--- config.mk ---
export PLATFORM = sky130hd
export DESIGN_NAME = sbus_frame_receiver_top
export DESIGN_NICKNAME = d
export VERILOG_FILES = /design/src/sfr_pkg.sv /design/src/sfr_frame.sv /design/src/sfr_emit.sv /design/src/sbus_frame_receiver_top.sv
export SDC_FILE = /design/constraint.sdc
export NUM_CORES = 1
export LEC_CHECK = 0
export ABC_AREA = 1
export BUFFER_PORTS_ARGS = -buffer_cell sky130_fd_sc_hd__buf_4
export CAP_MARGIN = 15
export CORE_ASPECT_RATIO = 1.25
export CORE_MARGIN = 5
export CORE_UTILIZATION = 30
export CTS_CLUSTER_DIAMETER = 30
export DETAILED_ROUTE_END_ITERATION = 16
export PLACE_DENSITY_LB_ADDON = 0.3
export SYNTH_ARGS = -nofsm -noshare
export SYNTH_HDL_FRONTEND = slang
export SYNTH_SLANG_ARGS = --single-unit
--- constraint.sdc ---
create_clock -name clk -period 23.6 [get_ports clk]
set_input_delay 0 -clock clk [delete_from_list [all_inputs] [get_ports clk]]
set_output_delay 0 -clock clk [all_outputs]
set_load 0.05 [all_outputs]
--- src/sfr_pkg.sv ---
// Shared constants and types for the SBUS frame receiver.
package sfr_pkg;

  localparam int unsigned NUM_CH     = 16;
  localparam int unsigned CH_W       = 11;
  localparam int unsigned IDX_W      = 4;
  localparam int unsigned BYTE_W     = 8;
  localparam int unsigned POS_W      = 5;
  localparam int unsigned DATA_BYTES = 23;              // bytes 1..23 held in the shift line
  localparam int unsigned SR_W       = DATA_BYTES * BYTE_W;
  localparam int unsigned OUT_DW     = 24;               // 17 payload bits padded to bytes
  localparam int unsigned CFG_AW     = 1;

  localparam logic [BYTE_W-1:0] HEADER_BYTE = 8'h0F;
  localparam logic [BYTE_W-1:0] END_BYTE    = 8'h00;
  localparam logic [POS_W-1:0]  POS_HUNT    = 5'd0;
  localparam logic [POS_W-1:0]  POS_END     = 5'd24;     // next byte is the end byte
  localparam logic [POS_W-1:0]  POS_BAD     = 5'd25;     // drop one byte after a bad end byte

  localparam logic [CH_W-1:0]  THRESH_RST = 11'd800;
  localparam logic [IDX_W-1:0] ECHAN_RST  = 4'd8;

  // configuration register indexes
  localparam logic [CFG_AW-1:0] REG_THRESH = 1'b0;
  localparam logic [CFG_AW-1:0] REG_ECHAN  = 1'b1;

  typedef logic [NUM_CH-1:0][CH_W-1:0] ch_vals_t;

  // frame parser to result emitter
  typedef struct packed {
    logic done;     // one-cycle pulse: a good frame just completed
    logic link_ok;  // link state after that frame
  } frm_status_t;

endpackage

--- src/sfr_frame.sv ---
// Byte parser: header hunt, frame collection, end/flag check and channel unpack.
module sfr_frame (
  input  logic                       clk,
  input  logic                       rst_n,
  input  logic                       in_tvalid,
  output logic                       in_tready,
  input  logic [sfr_pkg::BYTE_W-1:0] in_tdata,   // [7:0] rx_byte
  input  logic                       emit_busy,
  output sfr_pkg::frm_status_t       status,
  output sfr_pkg::ch_vals_t          ch_vals
);
  import sfr_pkg::*;

  logic [POS_W-1:0] pos_r, pos_nxt;
  logic [SR_W-1:0]  sr_r, sr_nxt;
  ch_vals_t         vals_r, vals_nxt;
  logic             link_r, link_nxt;
  logic             done_r, done_nxt;
  logic             accept;
  logic [BYTE_W-1:0] flag_byte;
  ch_vals_t         unpacked;

  // hold off only the end byte while the emitter still owns a frame
  assign in_tready = !(emit_busy && (pos_r == POS_END));
  assign accept    = in_tvalid && in_tready;
  assign flag_byte = sr_r[SR_W-1 -: BYTE_W];

  // bytes 1..22 form one little-endian bit string, 11 bits per channel
  always_comb begin
    for (int ch = 0; ch < NUM_CH; ch++) begin
      unpacked[ch] = sr_r[ch*CH_W +: CH_W];
    end
  end

  // parser next state
  always_comb begin
    pos_nxt  = pos_r;
    sr_nxt   = sr_r;
    vals_nxt = vals_r;
    link_nxt = link_r;
    done_nxt = 1'b0;
    if (accept) begin
      if (pos_r == POS_BAD) begin
        pos_nxt = POS_HUNT;
      end else if (pos_r == POS_HUNT) begin
        if (in_tdata == HEADER_BYTE) pos_nxt = pos_r + POS_W'(1);
      end else if (pos_r == POS_END) begin
        if (in_tdata == END_BYTE) begin
          pos_nxt  = POS_HUNT;
          done_nxt = 1'b1;
          if (flag_byte == '0) begin
            link_nxt = 1'b1;
            vals_nxt = unpacked;
          end else begin
            link_nxt = 1'b0;
          end
        end else begin
          pos_nxt = POS_BAD;
        end
      end else begin
        sr_nxt  = {in_tdata, sr_r[SR_W-1:BYTE_W]};
        pos_nxt = pos_r + POS_W'(1);
      end
    end
  end

  always_ff @(posedge clk) begin
    if (!rst_n) begin
      pos_r  <= POS_HUNT;
      vals_r <= '0;
      link_r <= 1'b0;
      done_r <= 1'b0;
    end else begin
      pos_r  <= pos_nxt;
      vals_r <= vals_nxt;
      link_r <= link_nxt;
      done_r <= done_nxt;
    end
  end

  // frame byte line: payload only
  always_ff @(posedge clk) begin
    sr_r <= sr_nxt;
  end

  assign status.done    = done_r;
  assign status.link_ok = link_r;
  assign ch_vals        = vals_r;

endmodule

--- src/sfr_emit.sv ---
// Result emitter: config registers, estop compare, channel snapshot and output register.
module sfr_emit (
  input  logic                       clk,
  input  logic                       rst_n,
  input  sfr_pkg::frm_status_t       status,
  input  sfr_pkg::ch_vals_t          ch_vals,
  input  logic                       cfg_we,
  input  logic [sfr_pkg::CFG_AW-1:0] cfg_addr,
  input  logic [sfr_pkg::CH_W-1:0]   cfg_wdata,
  output logic                       out_tvalid,
  input  logic                       out_tready,
  output logic [sfr_pkg::OUT_DW-1:0] out_tdata,  // [3:0] channel_index, [14:4] channel_value,
                                                 // [15] link_ok, [16] estop, [23:17] zero
  output logic                       out_tlast,
  output logic                       busy
);
  import sfr_pkg::*;

  logic [CH_W-1:0]   thresh_r;
  logic [IDX_W-1:0]  echan_r;
  ch_vals_t          snap_r, snap_nxt;
  logic              active_r, active_nxt;
  logic [IDX_W-1:0]  idx_r, idx_nxt;
  logic              link_r, link_nxt;
  logic              estop_r, estop_nxt;
  logic              ovalid_r, ovalid_nxt;
  logic [OUT_DW-1:0] odata_r, odata_nxt;
  logic              olast_r, olast_nxt;
  logic              load;

  // configuration writes
  always_ff @(posedge clk) begin
    if (!rst_n) begin
      thresh_r <= THRESH_RST;
      echan_r  <= ECHAN_RST;
    end else if (cfg_we) begin
      case (cfg_addr)
        REG_THRESH: thresh_r <= cfg_wdata;
        REG_ECHAN:  echan_r  <= cfg_wdata[IDX_W-1:0];
        default: ;
      endcase
    end
  end

  assign load = active_r && (!ovalid_r || out_tready);

  // burst sequencing: snapshot on frame done, shift one channel out per load
  always_comb begin
    snap_nxt   = snap_r;
    active_nxt = active_r;
    idx_nxt    = idx_r;
    link_nxt   = link_r;
    estop_nxt  = estop_r;
    ovalid_nxt = ovalid_r;
    odata_nxt  = odata_r;
    olast_nxt  = olast_r;
    if (out_tready) ovalid_nxt = 1'b0;
    if (status.done) begin
      snap_nxt   = ch_vals;
      active_nxt = 1'b1;
      idx_nxt    = '0;
      link_nxt   = status.link_ok;
      estop_nxt  = ch_vals[echan_r] > thresh_r;
    end else if (load) begin
      ovalid_nxt = 1'b1;
      odata_nxt  = {(OUT_DW-IDX_W-CH_W-2)'(0), estop_r, link_r, snap_r[0], idx_r};
      olast_nxt  = (idx_r == IDX_W'(NUM_CH-1));
      snap_nxt   = ch_vals_t'({CH_W'(0), snap_r[NUM_CH-1:1]});
      idx_nxt    = idx_r + IDX_W'(1);
      if (idx_r == IDX_W'(NUM_CH-1)) active_nxt = 1'b0;
    end
  end

  always_ff @(posedge clk) begin
    if (!rst_n) begin
      active_r <= 1'b0;
      idx_r    <= '0;
      ovalid_r <= 1'b0;
    end else begin
      active_r <= active_nxt;
      idx_r    <= idx_nxt;
      ovalid_r <= ovalid_nxt;
    end
  end

  // payload registers
  always_ff @(posedge clk) begin
    snap_r  <= snap_nxt;
    link_r  <= link_nxt;
    estop_r <= estop_nxt;
    odata_r <= odata_nxt;
    olast_r <= olast_nxt;
  end

  assign busy       = status.done || active_r;
  assign out_tvalid = ovalid_r;
  assign out_tdata  = odata_r;
  assign out_tlast  = olast_r;

`ifndef ASSERT_OFF
  // parser must not finish a frame while a burst is still running
  a_no_overlap: assert property (@(posedge clk) disable iff (!rst_n)
    status.done |-> !active_r)
    else $error("frame completed during an active burst");

  // a burst always starts at channel zero
  a_start_zero: assert property (@(posedge clk) disable iff (!rst_n)
    $rose(active_r) |-> (idx_r == '0))
    else $error("burst did not start at channel zero");

  // a stalled item stays valid and unchanged
  a_hold_stall: assert property (@(posedge clk) disable iff (!rst_n)
    (out_tvalid && !out_tready) |=>
      (out_tvalid && $stable(out_tdata) && $stable(out_tlast)))
    else $error("output item changed while stalled");

  // last is flagged exactly on channel fifteen
  a_last_idx: assert property (@(posedge clk) disable iff (!rst_n)
    out_tvalid |-> (out_tlast == (out_tdata[IDX_W-1:0] == IDX_W'(NUM_CH-1))))
    else $error("tlast not aligned with channel fifteen");
`endif

endmodule

--- src/sbus_frame_receiver_top.sv ---
// Top level of the SBUS frame receiver: parser plus result emitter.
//
// Usage: received UART bytes enter on the in_ stream, one byte per item. The
// parser hunts for the 0x0F header, collects the 25-byte frame, and checks
// the end byte. A good frame yields 16 result items on the out_ stream, one
// per channel in order, with tlast on channel fifteen; each carries the
// channel value, link_ok (flag byte was zero) and estop (watched channel
// above threshold, same in all 16 items).
// The done pulse for an accepted end byte loads the emitter snapshot; the output
// register then drains the burst at one item per cycle when out_tready is high.
// Throughput: one input byte per cycle. The parser registers and the emitter
// snapshot let bytes of the next frame flow in during a burst; only the end
// byte of a following frame is held off (in_tready low) while a burst is
// still pending, so a stalled receiver throttles input only at that point.
// Configuration: cfg_we writes estop_threshold (index 0) or estop_channel
// (index 1) from cfg_wdata; write only while the block is idle.
// Reset (rst_n low, synchronous): parser back to hunting, channel values
// and link state zero, threshold 800, watched channel 8, output empty.
module sbus_frame_receiver_top (
  input  logic                       clk,
  input  logic                       rst_n,
  input  logic                       in_tvalid,
  output logic                       in_tready,
  input  logic [sfr_pkg::BYTE_W-1:0] in_tdata,   // [7:0] rx_byte
  output logic                       out_tvalid,
  input  logic                       out_tready,
  output logic [sfr_pkg::OUT_DW-1:0] out_tdata,  // [3:0] channel_index, [14:4] channel_value,
                                                 // [15] link_ok, [16] estop, [23:17] zero
  output logic                       out_tlast,
  input  logic                       cfg_we,
  input  logic [sfr_pkg::CFG_AW-1:0] cfg_addr,
  input  logic [sfr_pkg::CH_W-1:0]   cfg_wdata
);
  import sfr_pkg::*;

  frm_status_t status;
  ch_vals_t    ch_vals;
  logic        emit_busy;

  sfr_frame u_frame (
    .clk       (clk),
    .rst_n     (rst_n),
    .in_tvalid (in_tvalid),
    .in_tready (in_tready),
    .in_tdata  (in_tdata),
    .emit_busy (emit_busy),
    .status    (status),
    .ch_vals   (ch_vals)
  );

  sfr_emit u_emit (
    .clk        (clk),
    .rst_n      (rst_n),
    .status     (status),
    .ch_vals    (ch_vals),
    .cfg_we     (cfg_we),
    .cfg_addr   (cfg_addr),
    .cfg_wdata  (cfg_wdata),
    .out_tvalid (out_tvalid),
    .out_tready (out_tready),
    .out_tdata  (out_tdata),
    .out_tlast  (out_tlast),
    .busy       (emit_busy)
  );

endmodule
==> summary.txt, run 1 <==
Floorplan
  • DIE WIDTH: approximately 260 µm
  • Die H: ~330 µm
  • Rows: around 120
  • Core outline area: 0.08110 mm²
  • DIE AREA: roughly 0.087 mm²
  • I/O Pins: 52
  • Initial Utilization: 0.3006

Clock tree
  • Num CTS Buffers: between 100 and 150
  • CTS tree: built
  • Num Clock Sinks: between 500 and 600
  • Clk root buf: clkbuf_16
  • Clk buf depth: 3
  • Htree depth: 4
  • Later-pin clock latency in the skew report: 0.69 ns
  • CTS clk-pin slew, worst paths: ~0.050 ns
  • # Post-CTS Setup Buffers: 0

Power
  • Pwr/cell area: 101.0 mW/mm²
  • Static Leak: about 12 nW
  • Pwr Total: ~0.003 W
  • Max VDD drop: between 0.06 and 0.07 mV

Run status
  • Status: complete, no violations

Hold path
  • Hold Startpoint: in_tdata[0]
  • Worst hold path type: in -> reg
  • Worst Hold End: u_frame.sr_r[176]
  • Hold Path Depth: 2

Timing
  • Worst slew margin: 0.2981
  • Min Tclk post-route: 4.499 ns
  • Final hold slack: approximately 0.053 ns
  • Setup TNS: 0 ns
  • Final setup fails: 0
  • Final worst path period share: 0.1906
  • Fmax: approximately 0.22 GHz
  • Pins Over Slew Limit: 0
  • Worst Skew: slightly below 0.02 ns
  • RSZ-0062 raised after global routing: no
  • Worst-Margin Slew: between 1 and 1.5 ns
  • Hold Vio Cnt, Final: 0

Worst setup path
  • Slowest-stage cell, CP: buf_4
  • Cells along the critical path: inv_8, nand2_1, nand3_2, nand2_1, inv_2, nand2_1, nor2_4, buf_4, buf_4, nor2_1, nor2_1
  • CP arrival: between 5 and 6 ns
  • Most used cell, CP: nand2_1
  • Delay-heaviest family, CP: buffers and inverters
  • Worst Setup Start Kind: flop
  • Crit-path max cell delay: 0.89 ns
  • Critical Path RT: between 20 and 25 ns
  • Crit-path max FO: between 90 and 100
  • Reg-to-reg startpoint: u_frame.done_r
  • Reg-to-reg endpoint: u_frame.ch_vals[123]
  • Crit path buffers/inverters: 4
  • CP endpoint kind: flop
  • R2r setup slk: 19.10 ns
  • Critical path class: reg -> reg
  • Worst Reg2Reg Path Length in Cells: 11

Global route
  • Global-route wire length before repair: ~95 mm
  • Total GRT Usage: 0.1368
  • Largest net degree at the start of global routing: ~180
  • Gr ovfl total: 0
  • Initial antenna violation count: 0
  • Vias in the first global route: ~17000

Synth
  • Yosys cell types: 25
  • EDFF count, synth: between 300 and 400
  • Cell Area, Synth: about 0.024 mm²
  • Area leader, netlist: edfxtp_1
  • Synth Flop Type: edfxtp_1
  • #FFs+latches synth: 584
  • Post-synthesis sequential area ratio: 0.6356
  • YS warnings: 0
  • Synth area leaders: edfxtp_1 (47%), dfxtp_1 (17%), nand2_1 (9.7%), nor2_1 (6.1%), nand3_1 (5.2%)
  • Top cell type's share of synthesized area: 0.4681
  • Avg Cell Area, Syn: 9.287 µm²
  • Async set-or-reset flop fraction in the synthesized netlist: 0
  • Synthesized instance count: approximately 2600

Detailed routing
  • Wire per inst: ~15 µm
  • Vias: about 17000
  • DRT iter0 DRCs: ~1100
  • Post-Route WL: 60.05 mm
  • Post-route ant nets: 0
  • Met2 wire length: ~30 mm
  • Top Metal Used: met4
  • TritonRoute pass-1 iters: 5
  • # DRC: 0
  • Metal-1 WL: ~26 mm
  • Via density: between 4 and 5
  • Metal3 WL: between 2 and 2.5 mm

Placed design
  • Gpl congestion: between 0.7 and 0.8
  • Port bufs: 44
  • Post-DP HPWL: approximately 33 mm

Cells and area
  • Layout cells sized above 1: 0.1026
  • Net count, final: around 2800
  • Syn-to-layout area delta: 24.40%
  • Ant diodes: 0

Flow run
  • Max Cap Viol: 0
## cells in the final DEF (no fill, tap or decap), types with 59 or more instances in the layout
cell type and n:
edfxtp_1 380, inv_1 310, nand3_1 253, dfxtp_1 201, nor2_1 393, o21ai_0 139, nand2_1 629, clkbuf_16 136
a21oi_1 66, buf_4 59
## cell families after synthesis
| logic type | after synthesis | share of synthesized area |
|---|---|---|
| flops | 584 | 0.6356 |
| other cells | 1 | 0.0001538 |
| fa+ha+maj | 15 | 0.007699 |
| compound gates | 254 | 0.05718 |
| simple gates | 1294 | 0.2146 |
| buf+inv | 477 | 0.08479 |
## worst max path at each step
stage	cells past startpoint	endpoint	start	slack, ns
2_1_floorplan	9	u_frame.sr_r[0]	u_frame.pos_r[0]	13.87
3_3_place_gp	11	u_frame.ch_vals[96]	u_frame.done_r	19.17
3_5_place_dp	11	u_frame.ch_vals[107]	u_frame.done_r	19.06
4_1_cts	11	u_frame.ch_vals[107]	u_frame.done_r	19.05
5_1_grt	11	u_frame.ch_vals[84]	u_frame.done_r	18.74
6_report	11	u_frame.ch_vals[123]	u_frame.done_r	19.10
## area by class of cell
| type | count | area, µm² |
|---|---|---|
| clock inverter | 76 | 848.3 |
| sequential | 584 | 15510 |
| fill | 8129 | 50770 |
| multi-input combinational | 1570 | 6862 |
| timing repair buffer | 108 | 954.7 |
| clock buffer | 172 | 3618 |
| tap | 1071 | 1340 |
| inverter | 316 | 1199 |
## power by group
part           switching [W]  internal, W
registers          0.0000202      0.00113
clock network       0.000587      0.00121
logic              0.0000888    0.0000336
## flip-flops by register name (all words and copies together) (netlist names), 4 cells and up
name / flops
u_emit.snap_r: 176
u_frame.sr_r: 184
u_emit.thresh_r: 11
u_emit.out_tdata: 17
u_frame.pos_r: 5
u_emit.echan_r: 4
u_emit.idx_r: 4
u_frame.ch_vals: 176
## cell usage after synthesis (2+ instances only)
| master | count |
|---|---|
| inv_1 | 310 |
| dfxtp_1 | 204 |
| nor3_1 | 3 |
| nor2_1 | 395 |
| o211ai_1 | 48 |
| a21oi_1 | 66 |
| nand3_2 | 3 |
| inv_2 | 6 |
| nand3_1 | 253 |
| ha_1 | 15 |
| o21ai_0 | 139 |
| clkbuf_1 | 74 |
| nor2_4 | 2 |
| nand4_1 | 5 |
| buf_1 | 21 |
| buf_2 | 29 |
| edfxtp_1 | 380 |
| buf_4 | 10 |
| nand2_1 | 630 |
| buf_6 | 27 |
## through the flow
step | instance area (µm²) | setup WS, ns | utilization | cells
floorplan | 24400 | 13.87 | - | 2631
CTS | 30330 | 19.05 | 0.3740 | 3897
finish | 30330 | 19.10 | 0.3740 | 3897
global route | 30330 | 18.74 | 0.3740 | 3897
global placement | 25400 | 19.17 | 0.3132 | 3603
detailed placement | 25400 | 19.06 | 0.3132 | 3603
## routing by layer
layer / global-route usage / vias up
li1: - / 8713
met1: 0.1695 / 7961
met2: 0.2310 / 321
met3: 0.02948 / 95
met4: 0.05862 / 0
met5: 0 / -
## repair_timing
action,in CTS,in global routing
hold buffers,46,0
hold endpoints to repair,116,0
gates resized for setup,0,0
(Power assumes the default switching activity.)
==> inputs of run 2 (changes only) <==
==> constraint.sdc (replaced) <==
create_clock -name clk -period 3.8 [get_ports clk]
set_input_delay 0 -clock clk [delete_from_list [all_inputs] [get_ports clk]]
set_output_delay 0 -clock clk [all_outputs]
set_load 0.05 [all_outputs]
==> run 2 against run 1 <==
Compared with the run above:
- maximum frequency increased by 55%
- hold slack improved by 0.019 ns
- via count increased by 0.59%
- clock skew increased by 0.0069 ns
- clock power increased to 5.6 times the previous value
- count of clock-buffer cells in the layout decreased by 28
- core utilization decreased by 0.43 points
- die area unchanged
- first-iteration DRC count decreased by 6.4%
- non-clock buffer count increased by 2
- routed wire length increased by 3.9%
- combinational power increased to 6.0 times the previous value
- critical path type unchanged
- highest routed layer unchanged
==> summary.txt, run 2 (synthesized netlist as in run 1, its figures left out) <==
Run status
  • Status: complete, no violations

Clock tree
  • Num Clock Sinks: 584 (unchanged)
  • CTS resizes: 0 (unchanged)
  • Num CTS Buffers: 115 (-14%)
  • # Post-CTS Setup Buffers: 0 (unchanged)
  • Htree depth: 3 (-1)
  • CTS clk-pin slew, worst paths: 0.05 ns (about the same)
  • CTS Hold Bufs: 38 (-17%)
  • Clk root buf: clkbuf_16
  • CTS tree: built
  • Later-pin clock latency in the skew report: 0.67 ns (-0.02 ns)
  • Clk buf depth: 3 (unchanged)

Cells and area
  • Fin cells: 3869 (-0.72%)
  • Multi-input logic area: 0.006903 mm² (+0.60%)
  • Syn-to-layout area delta: 22.97%
  • Fillers: 8210 (+1.0%)
  • Finished layout cell area: 0.02998 mm² (-1.2%)
  • Most frequent cells in the layout: nand2_1 (626), nor2_1 (393), edfxtp_1 (380), inv_1 (308), nand3_1 (253)
  • Max FFs per register: 184 (unchanged)
  • Commonest non-fill, non-tap cell in the layout: nand2_1
  • Register with the most flip-flops: u_frame.sr_r
  • Net count, final: 2737 (-0.62%)
  • Reg area: 0.01551 mm² (about the same)
  • Layout cells sized above 1: 0.1058 (+0.003209)

Worst setup path
  • Critical Path RT: 4.21 ns (-20.01 ns)
  • CP arrival: 3.30 ns (-1.82 ns)
  • CP endpoint kind: flop
  • Crit-path max FO: 80 (-13%)
  • Critical path class: reg -> reg
  • Worst Setup Start Kind: flop

Global route
  • Vias in the first global route: 16405 (-1.8%)
  • Total GRT Usage: 0.1403 (+0.003478)
  • Gr ovfl total: 0 (unchanged)
  • Global-route wire length before repair: 96.83 mm (+2.2%)
  • Largest net degree at the start of global routing: 172 (-2.8%)
  • Initial antenna violation count: 0 (unchanged)

Detailed routing
  • Post-route ant nets: 0 (unchanged)
  • Vias: 17190 (+0.59%)
  • TritonRoute pass-1 iters: 5 (unchanged)
  • # DRC: 0 (unchanged)
  • Via density: 4.443 (+1.3%)
  • Post-Route WL: 62.37 mm (+3.9%)
  • Wire per inst: 16.12 µm (+4.6%)
  • DRT iter0 DRCs: 992 (-6.4%)

Timing
  • Final hold slack: 0.07158 ns (+0.01890 ns)
  • Final setup fails: 0 (unchanged)
  • Fmax: 0.3456 GHz (+55%)
  • Worst-Margin Slew: 0.9942 ns (-0.05872 ns)
  • Worst Skew: 0.02672 ns (+0.006903 ns)
  • Final worst path period share: 0.7615 (+0.5708)
  • RSZ-0062 raised after global routing: no
  • Min Tclk post-route: 2.894 ns (-1.605 ns)
  • Pins Over Slew Limit: 0 (unchanged)
  • Setup TNS: 0 ns (unchanged)
  • Worst slew margin: 0.3365 (+0.03844)
  • Hold Vio Cnt, Final: 0 (unchanged)

Floorplan
  • Die H: 328.7 µm (unchanged)
  • Core outline area: 0.08110 mm² (unchanged)
  • I/O Pins: 52 (unchanged)
  • DIE WIDTH: 265.0 µm (unchanged)
  • Initial Utilization: 0.3006 (unchanged)
  • Rows: 117 (unchanged)
  • DIE AREA: 0.08710 mm² (unchanged)

Power
  • Static Leak: 11.76 nW (-1.4%)
  • Max VDD drop: 0.3673 mV (+480%)
  • Pwr/cell area: 596.7 mW/mm² (+490%)

Placed design
  • Placed cells: 3613 (+0.28%)
  • Post-DP HPWL: 37.97 mm (+15%)
  • Placed Area: 0.02564 mm² (+0.96%)
  • Gpl congestion: 0.7837 (+3.5%)
  • Port bufs: 44 (unchanged)

Flow run
  • Max Cap Viol: 0 (unchanged)

Hold path
  • Worst hold path type: in -> reg
## run 2: final timing paths
path	start	end	slack, ns	depth (start not counted)
min	in_tdata[0]	u_frame.sr_r[176]	0.07	2
min reg2reg	u_emit.snap_r[5]	u_emit.out_tdata[9]	0.42	0
max reg2reg	u_emit.echan_r[0]	u_emit.estop_r	0.91	14
max	u_emit.echan_r[0]	u_emit.estop_r	0.91	14
## run 2: layout make-up
class                   instances  area share
flip-flops and latches        584      0.5173
multi-input cells            1570      0.2303
clock buffers                 144      0.1054
well taps                    1071     0.04470
inverters                     316     0.03998
repair buffers                110     0.03585
clock inverters                73     0.02638
diodes                          1  0.00008348
## run 2: metrics by stage
step             util  total power [W]  worst slack, ns
6_report       0.3696          0.01789           0.9064
5_1_grt        0.3696          0.01850           0.6879
4_1_cts        0.3696          0.01807           0.9127
3_5_place_dp   0.3162         0.007949           0.9371
3_3_place_gp   0.3162         0.007939           0.9567
2_1_floorplan       -         0.007682          -0.4340
## run 2: metal layers
metal / routed length (µm) / vias up / share of wire / global-route usage
met5: 0 / - / 0 / 0
met4: 1406 / 0 / 0.023 / 0.04917
met3: 2207 / 85 / 0.035 / 0.02252
met2: 32430 / 294 / 0.52 / 0.2512
met1: 26330 / 8154 / 0.42 / 0.1713
li1: - / 8657 / - / -
## run 2: power by group
| part | internal (W) | switching [W] | leakage, nW |
|---|---|---|---|
| clock network | 0.00663 | 0.00340 | 1.92 |
| logic | 0.000223 | 0.000513 | 4.86 |
| registers | 0.00698 | 0.000137 | 4.97 |
## run 2: worst max-delay path, cell delays in order (launching register included)
cell     delay (ns)
dfxtp_4        0.77
buf_12         0.35
buf_4          0.21
a21oi_1        0.06
o21ai_0        0.12
nand3_1        0.09
nand3_1        0.13
nand2_1        0.07
ha_1           0.33
a21oi_1        0.13
o21ai_0        0.09
nand2_1        0.07
nand3_1        0.06
nand2_1        0.07
inv_1          0.04
==> inputs of run 3 (changes only) <==
--- a/config.mk
+++ b/config.mk
@@ -5,7 +5,7 @@
 export SDC_FILE = /design/constraint.sdc
 export NUM_CORES = 1
 export LEC_CHECK = 0
-export ABC_AREA = 1
+export ABC_AREA = 0
 export BUFFER_PORTS_ARGS = -buffer_cell sky130_fd_sc_hd__buf_4
 export CAP_MARGIN = 15
 export CORE_ASPECT_RATIO = 1.25
==> constraint.sdc (replaced) <==
create_clock -name clk -period 2.4 [get_ports clk]
set_input_delay 0 -clock clk [delete_from_list [all_inputs] [get_ports clk]]
set_output_delay 0 -clock clk [all_outputs]
set_load 0.05 [all_outputs]
==> run 3 against run 2 <==
Compared with the run above:
- the flow now finishes with violations (negative setup slack)
- power up 41%
- routed wire length down 7.9%
- die area down 6.5%
- synthesized cell count down 38%
- sequential cell count unchanged
- synthesized area down 6.7%
- critical path type unchanged
- highest routed layer unchanged
==> summary.txt, run 3 <==
Run status
  • Status: finished, violations left
  • Failing checks: negative setup slack

Detailed routing
  • Post-Route WL: 57.43 mm (-7.9%)
  • Wire per inst: 19.20 µm (+19%)
  • Vias: 14006 (-19%)
  • TritonRoute pass-1 iters: 5 (unchanged)
  • Via density: 4.683 (+5.4%)
  • # DRC: 0 (unchanged)
  • DRT iter0 DRCs: 883 (-11%)
  • Post-route ant nets: 0 (unchanged)

Timing
  • Final worst path period share: 1.284 (+0.5223)
  • PnR worst setup slack: -0.6811 ns (-1.588 ns)
  • Setup TNS: -0.6811 ns (-0.6811 ns)
  • Min Tclk post-route: 3.081 ns (+0.1875 ns)
  • Fmax: 0.3246 GHz (-6.1%)
  • Pins Over Slew Limit: 0 (unchanged)
  • Hold Vio Cnt, Final: 0 (unchanged)
  • Worst Skew: 0.02666 ns (-0.00005340 ns)
  • Worst slew margin: 0.4820 (+0.1455)
  • RSZ-0062 raised after global routing: yes
  • Worst-Margin Slew: 0.7770 ns (-0.2172 ns)
  • Final setup fails: 1 (+1)

Clock tree
  • Num Clock Sinks: 584 (unchanged)
  • CTS clk-pin slew, worst paths: 0.05 ns (about the same)
  • CTS tree: built
  • Num CTS Buffers: 95 (-17%)
  • Htree depth: 3 (unchanged)
  • Later-pin clock latency in the skew report: 0.64 ns (-0.03 ns)
  • Clk root buf: clkbuf_16
  • Clk buf depth: 3 (unchanged)

Power
  • Pwr/cell area: 841.6 mW/mm² (+41%)
  • Max VDD drop: 0.5967 mV (+62%)
  • Static Leak: 11.17 nW (-5.0%)

Synth
  • Synthesized instance count: 1625 (-38%)
  • Async set-or-reset flop fraction in the synthesized netlist: 0 (unchanged)
  • Synth Flop Type: edfxtp_1
  • Synth Area in Compound Gates: 0.05029 (-0.006881)
  • Commonest cells post-synth: edfxtp_1 (380), nand2_1 (208), dfxtp_1 (204), nand3_1 (190), mux2_2 (165)
  • Cell Area, Synth: 0.02274 mm² (-6.7%)
  • EDFF count, synth: 380 (unchanged)
  • Post-synthesis mux area share: 0.1362 (+0.1362)
  • YS warnings: 0 (unchanged)
  • Top cell type's share of synthesized area: 0.5018 (+0.03377)
  • Post-synthesis adder-cell area fraction: 0.008254 (+0.0005554)
  • Area leader, netlist: edfxtp_1
  • Yosys cell types: 45 (+80%)
  • Xor/xnor share of the synthesized area: 0.0007704 (+0.0007704)
  • Post-synthesis sequential area ratio: 0.6815 (+0.04585)
  • Post-synthesis simple-gate area fraction: 0.09162 (-0.1230)
  • Synth area leaders: edfxtp_1 (50%), dfxtp_1 (18%), mux2_2 (8.2%), mux4_2 (5.4%), nand3_1 (4.2%)
  • Largest family of logic cells by synthesized area: multiplexers
  • #FFs+latches synth: 584 (unchanged)
  • Cell with the most instances after synthesis: edfxtp_1
  • Avg Cell Area, Syn: 13.99 µm² (+51%)

Worst setup path
  • Crit-path max cell delay: 0.56 ns (-0.21 ns)
  • Crit path buffers/inverters: 2 (-1)
  • Cells along the critical path: buf_12, buf_12, mux4_2, mux4_2, ha_4, and3_4, or3b_4, o21bai_4, o211ai_1, o22a_1
  • CP arrival: 3.58 ns (+0.28 ns)
  • CP endpoint kind: flop
  • Critical Path RT: 2.90 ns (-1.31 ns)
  • Critical path class: reg -> reg
  • Worst Setup Start Kind: flop
  • Slowest-stage cell, CP: mux4_2
  • Delay-heaviest family, CP: multiplexers
  • Crit-path max FO: 8 (-90%)

Floorplan
  • Initial Utilization: 0.3006 (about the same)
  • I/O Pins: 52 (unchanged)
  • Die H: 317.8 µm (-3.3%)
  • DIE AREA: 0.08143 mm² (-6.5%)
  • Rows: 113 (-3.4%)
  • Core outline area: 0.07564 mm² (-6.7%)
  • DIE WIDTH: 256.2 µm (-3.3%)

Global route
  • Gr ovfl total: 0 (unchanged)
  • Total GRT Usage: 0.1335 (-0.006751)
  • Vias in the first global route: 14207 (-13%)
  • Initial antenna violation count: 1 (+1)
  • Global-route wire length before repair: 85.50 mm (-12%)
  • Largest net degree at the start of global routing: 114 (-34%)

Placed design
  • Placed cells: 2733 (-24%)
  • Pre-CTS WS: -0.6891 ns (-1.626 ns)
  • Port bufs: 44 (unchanged)
  • Gpl congestion: 0.8539 (+9.0%)
  • Post-DP HPWL: 35.94 mm (-5.3%)

Cells and area
  • Register with the most flip-flops: u_frame.sr_r
  • Syn-to-layout area delta: 32.25%
  • Layout cells sized above 1: 0.3472 (+0.2414)
  • Fin cells: 2991 (-23%)
  • Fillers: 6901 (-16%)
  • Max FFs per register: 184 (unchanged)
  • Net count, final: 1970 (-28%)
  • Most frequent cells in the layout: edfxtp_1 (380), buf_4 (229), nand2_1 (208), dfxtp_1 (197), nand3_1 (190)
  • Commonest non-fill, non-tap cell in the layout: edfxtp_1

Hold path
  • Worst hold path type: in -> reg

Flow run
  • Max Cap Viol: 0 (unchanged)
-- run 3: area by class of cell --
cell class	count	area (µm²)	area share
Clock inverter	71	880.8	0.02929
Multi-Input combinational cell	909	6709	0.2231
Tap cell	977	1222	0.04065
Inverter	15	56.30	0.001872
Sequential cell	584	15510	0.5158
Timing Repair Buffer	325	3167	0.1053
Clock buffer	109	2522	0.08388
Antenna cell	1	2.502	0.00008322
-- run 3: repair_timing --
item / CTS / global route
cloned: 0 / 10
pin swaps: 0 / 6
setup endpoints to repair: 1 / 87
endpoints found under the hold margin: 65 / 0
gates resized for setup: 3 / 23
hold buffers: 46 / 0
buffers inserted: 7 / 14
-- run 3: path summary, 6_finish.rpt --
check,from,end,slack (ns),depth (start not counted)
worst max register to register,u_emit.echan_r[0],u_emit.estop_r,-0.68,10
worst max-delay path,u_emit.echan_r[0],u_emit.estop_r,-0.68,10
worst min register to register,u_emit.snap_r[5],u_emit.out_tdata[9],0.41,0
worst min-delay path,in_tdata[5],u_frame.sr_r[181],0.10,2
-- run 3: metal layers --
layer | up-vias | global-route usage | wire length [µm]
met5 | - | 0 | 0
met2 | 284 | 0.2325 | 29430
met1 | 6942 | 0.1625 | 23620
li1 | 6679 | - | -
met3 | 101 | 0.02301 | 2238
met4 | 0 | 0.05963 | 2138
-- run 3: worst reg2reg max path: cells and delay by family, from the launching register on --
kind	cells	cell delay [ns]
buffers and inverters	2	0.27
AOI/OAI and AO/OA	3	0.40
DFF	1	0.38
adders and majority gates	1	0.30
and+or+nand+nor	2	0.54
muxes	2	1.07
-- run 3: per-stage QoR --
step / util / hold slack [ns] / instance area, µm² / power (W)
2_1_floorplan: - / 0.09887 / 22920 / 0.01105
3_3_place_gp: 0.3394 / 0.2090 / 25670 / 0.01118
3_5_place_dp: 0.3394 / 0.2054 / 25670 / 0.01119
4_1_cts: 0.3917 / 0.07612 / 29630 / 0.02553
5_1_grt: 0.3975 / 0.09566 / 30070 / 0.02608
6_report: 0.3976 / 0.1031 / 30070 / 0.02531
-- run 3: kinds of logic (layout without fill, tap and decap cells) --
| family | Yosys count | count (layout) |
|---|---|---|
| flip-flops | 584 | 584 |
| AND/OR/NAND/NOR | 451 | 451 |
| multiplexers | 220 | 220 |
| AO/OA/AOI/OAI | 214 | 214 |
| buffers and inverters | 138 | 520 |
| adder cells (fa/ha/maj) | 15 | 15 |
| XOR/XNOR | 2 | 2 |
| other | 1 | 8 |
-- run 3: report_power, final --
part / switching [W] / internal, W
Sequential: 0.0000135 / 0.0106
Clock: 0.00506 / 0.00918
Combinational: 0.000258 / 0.000191
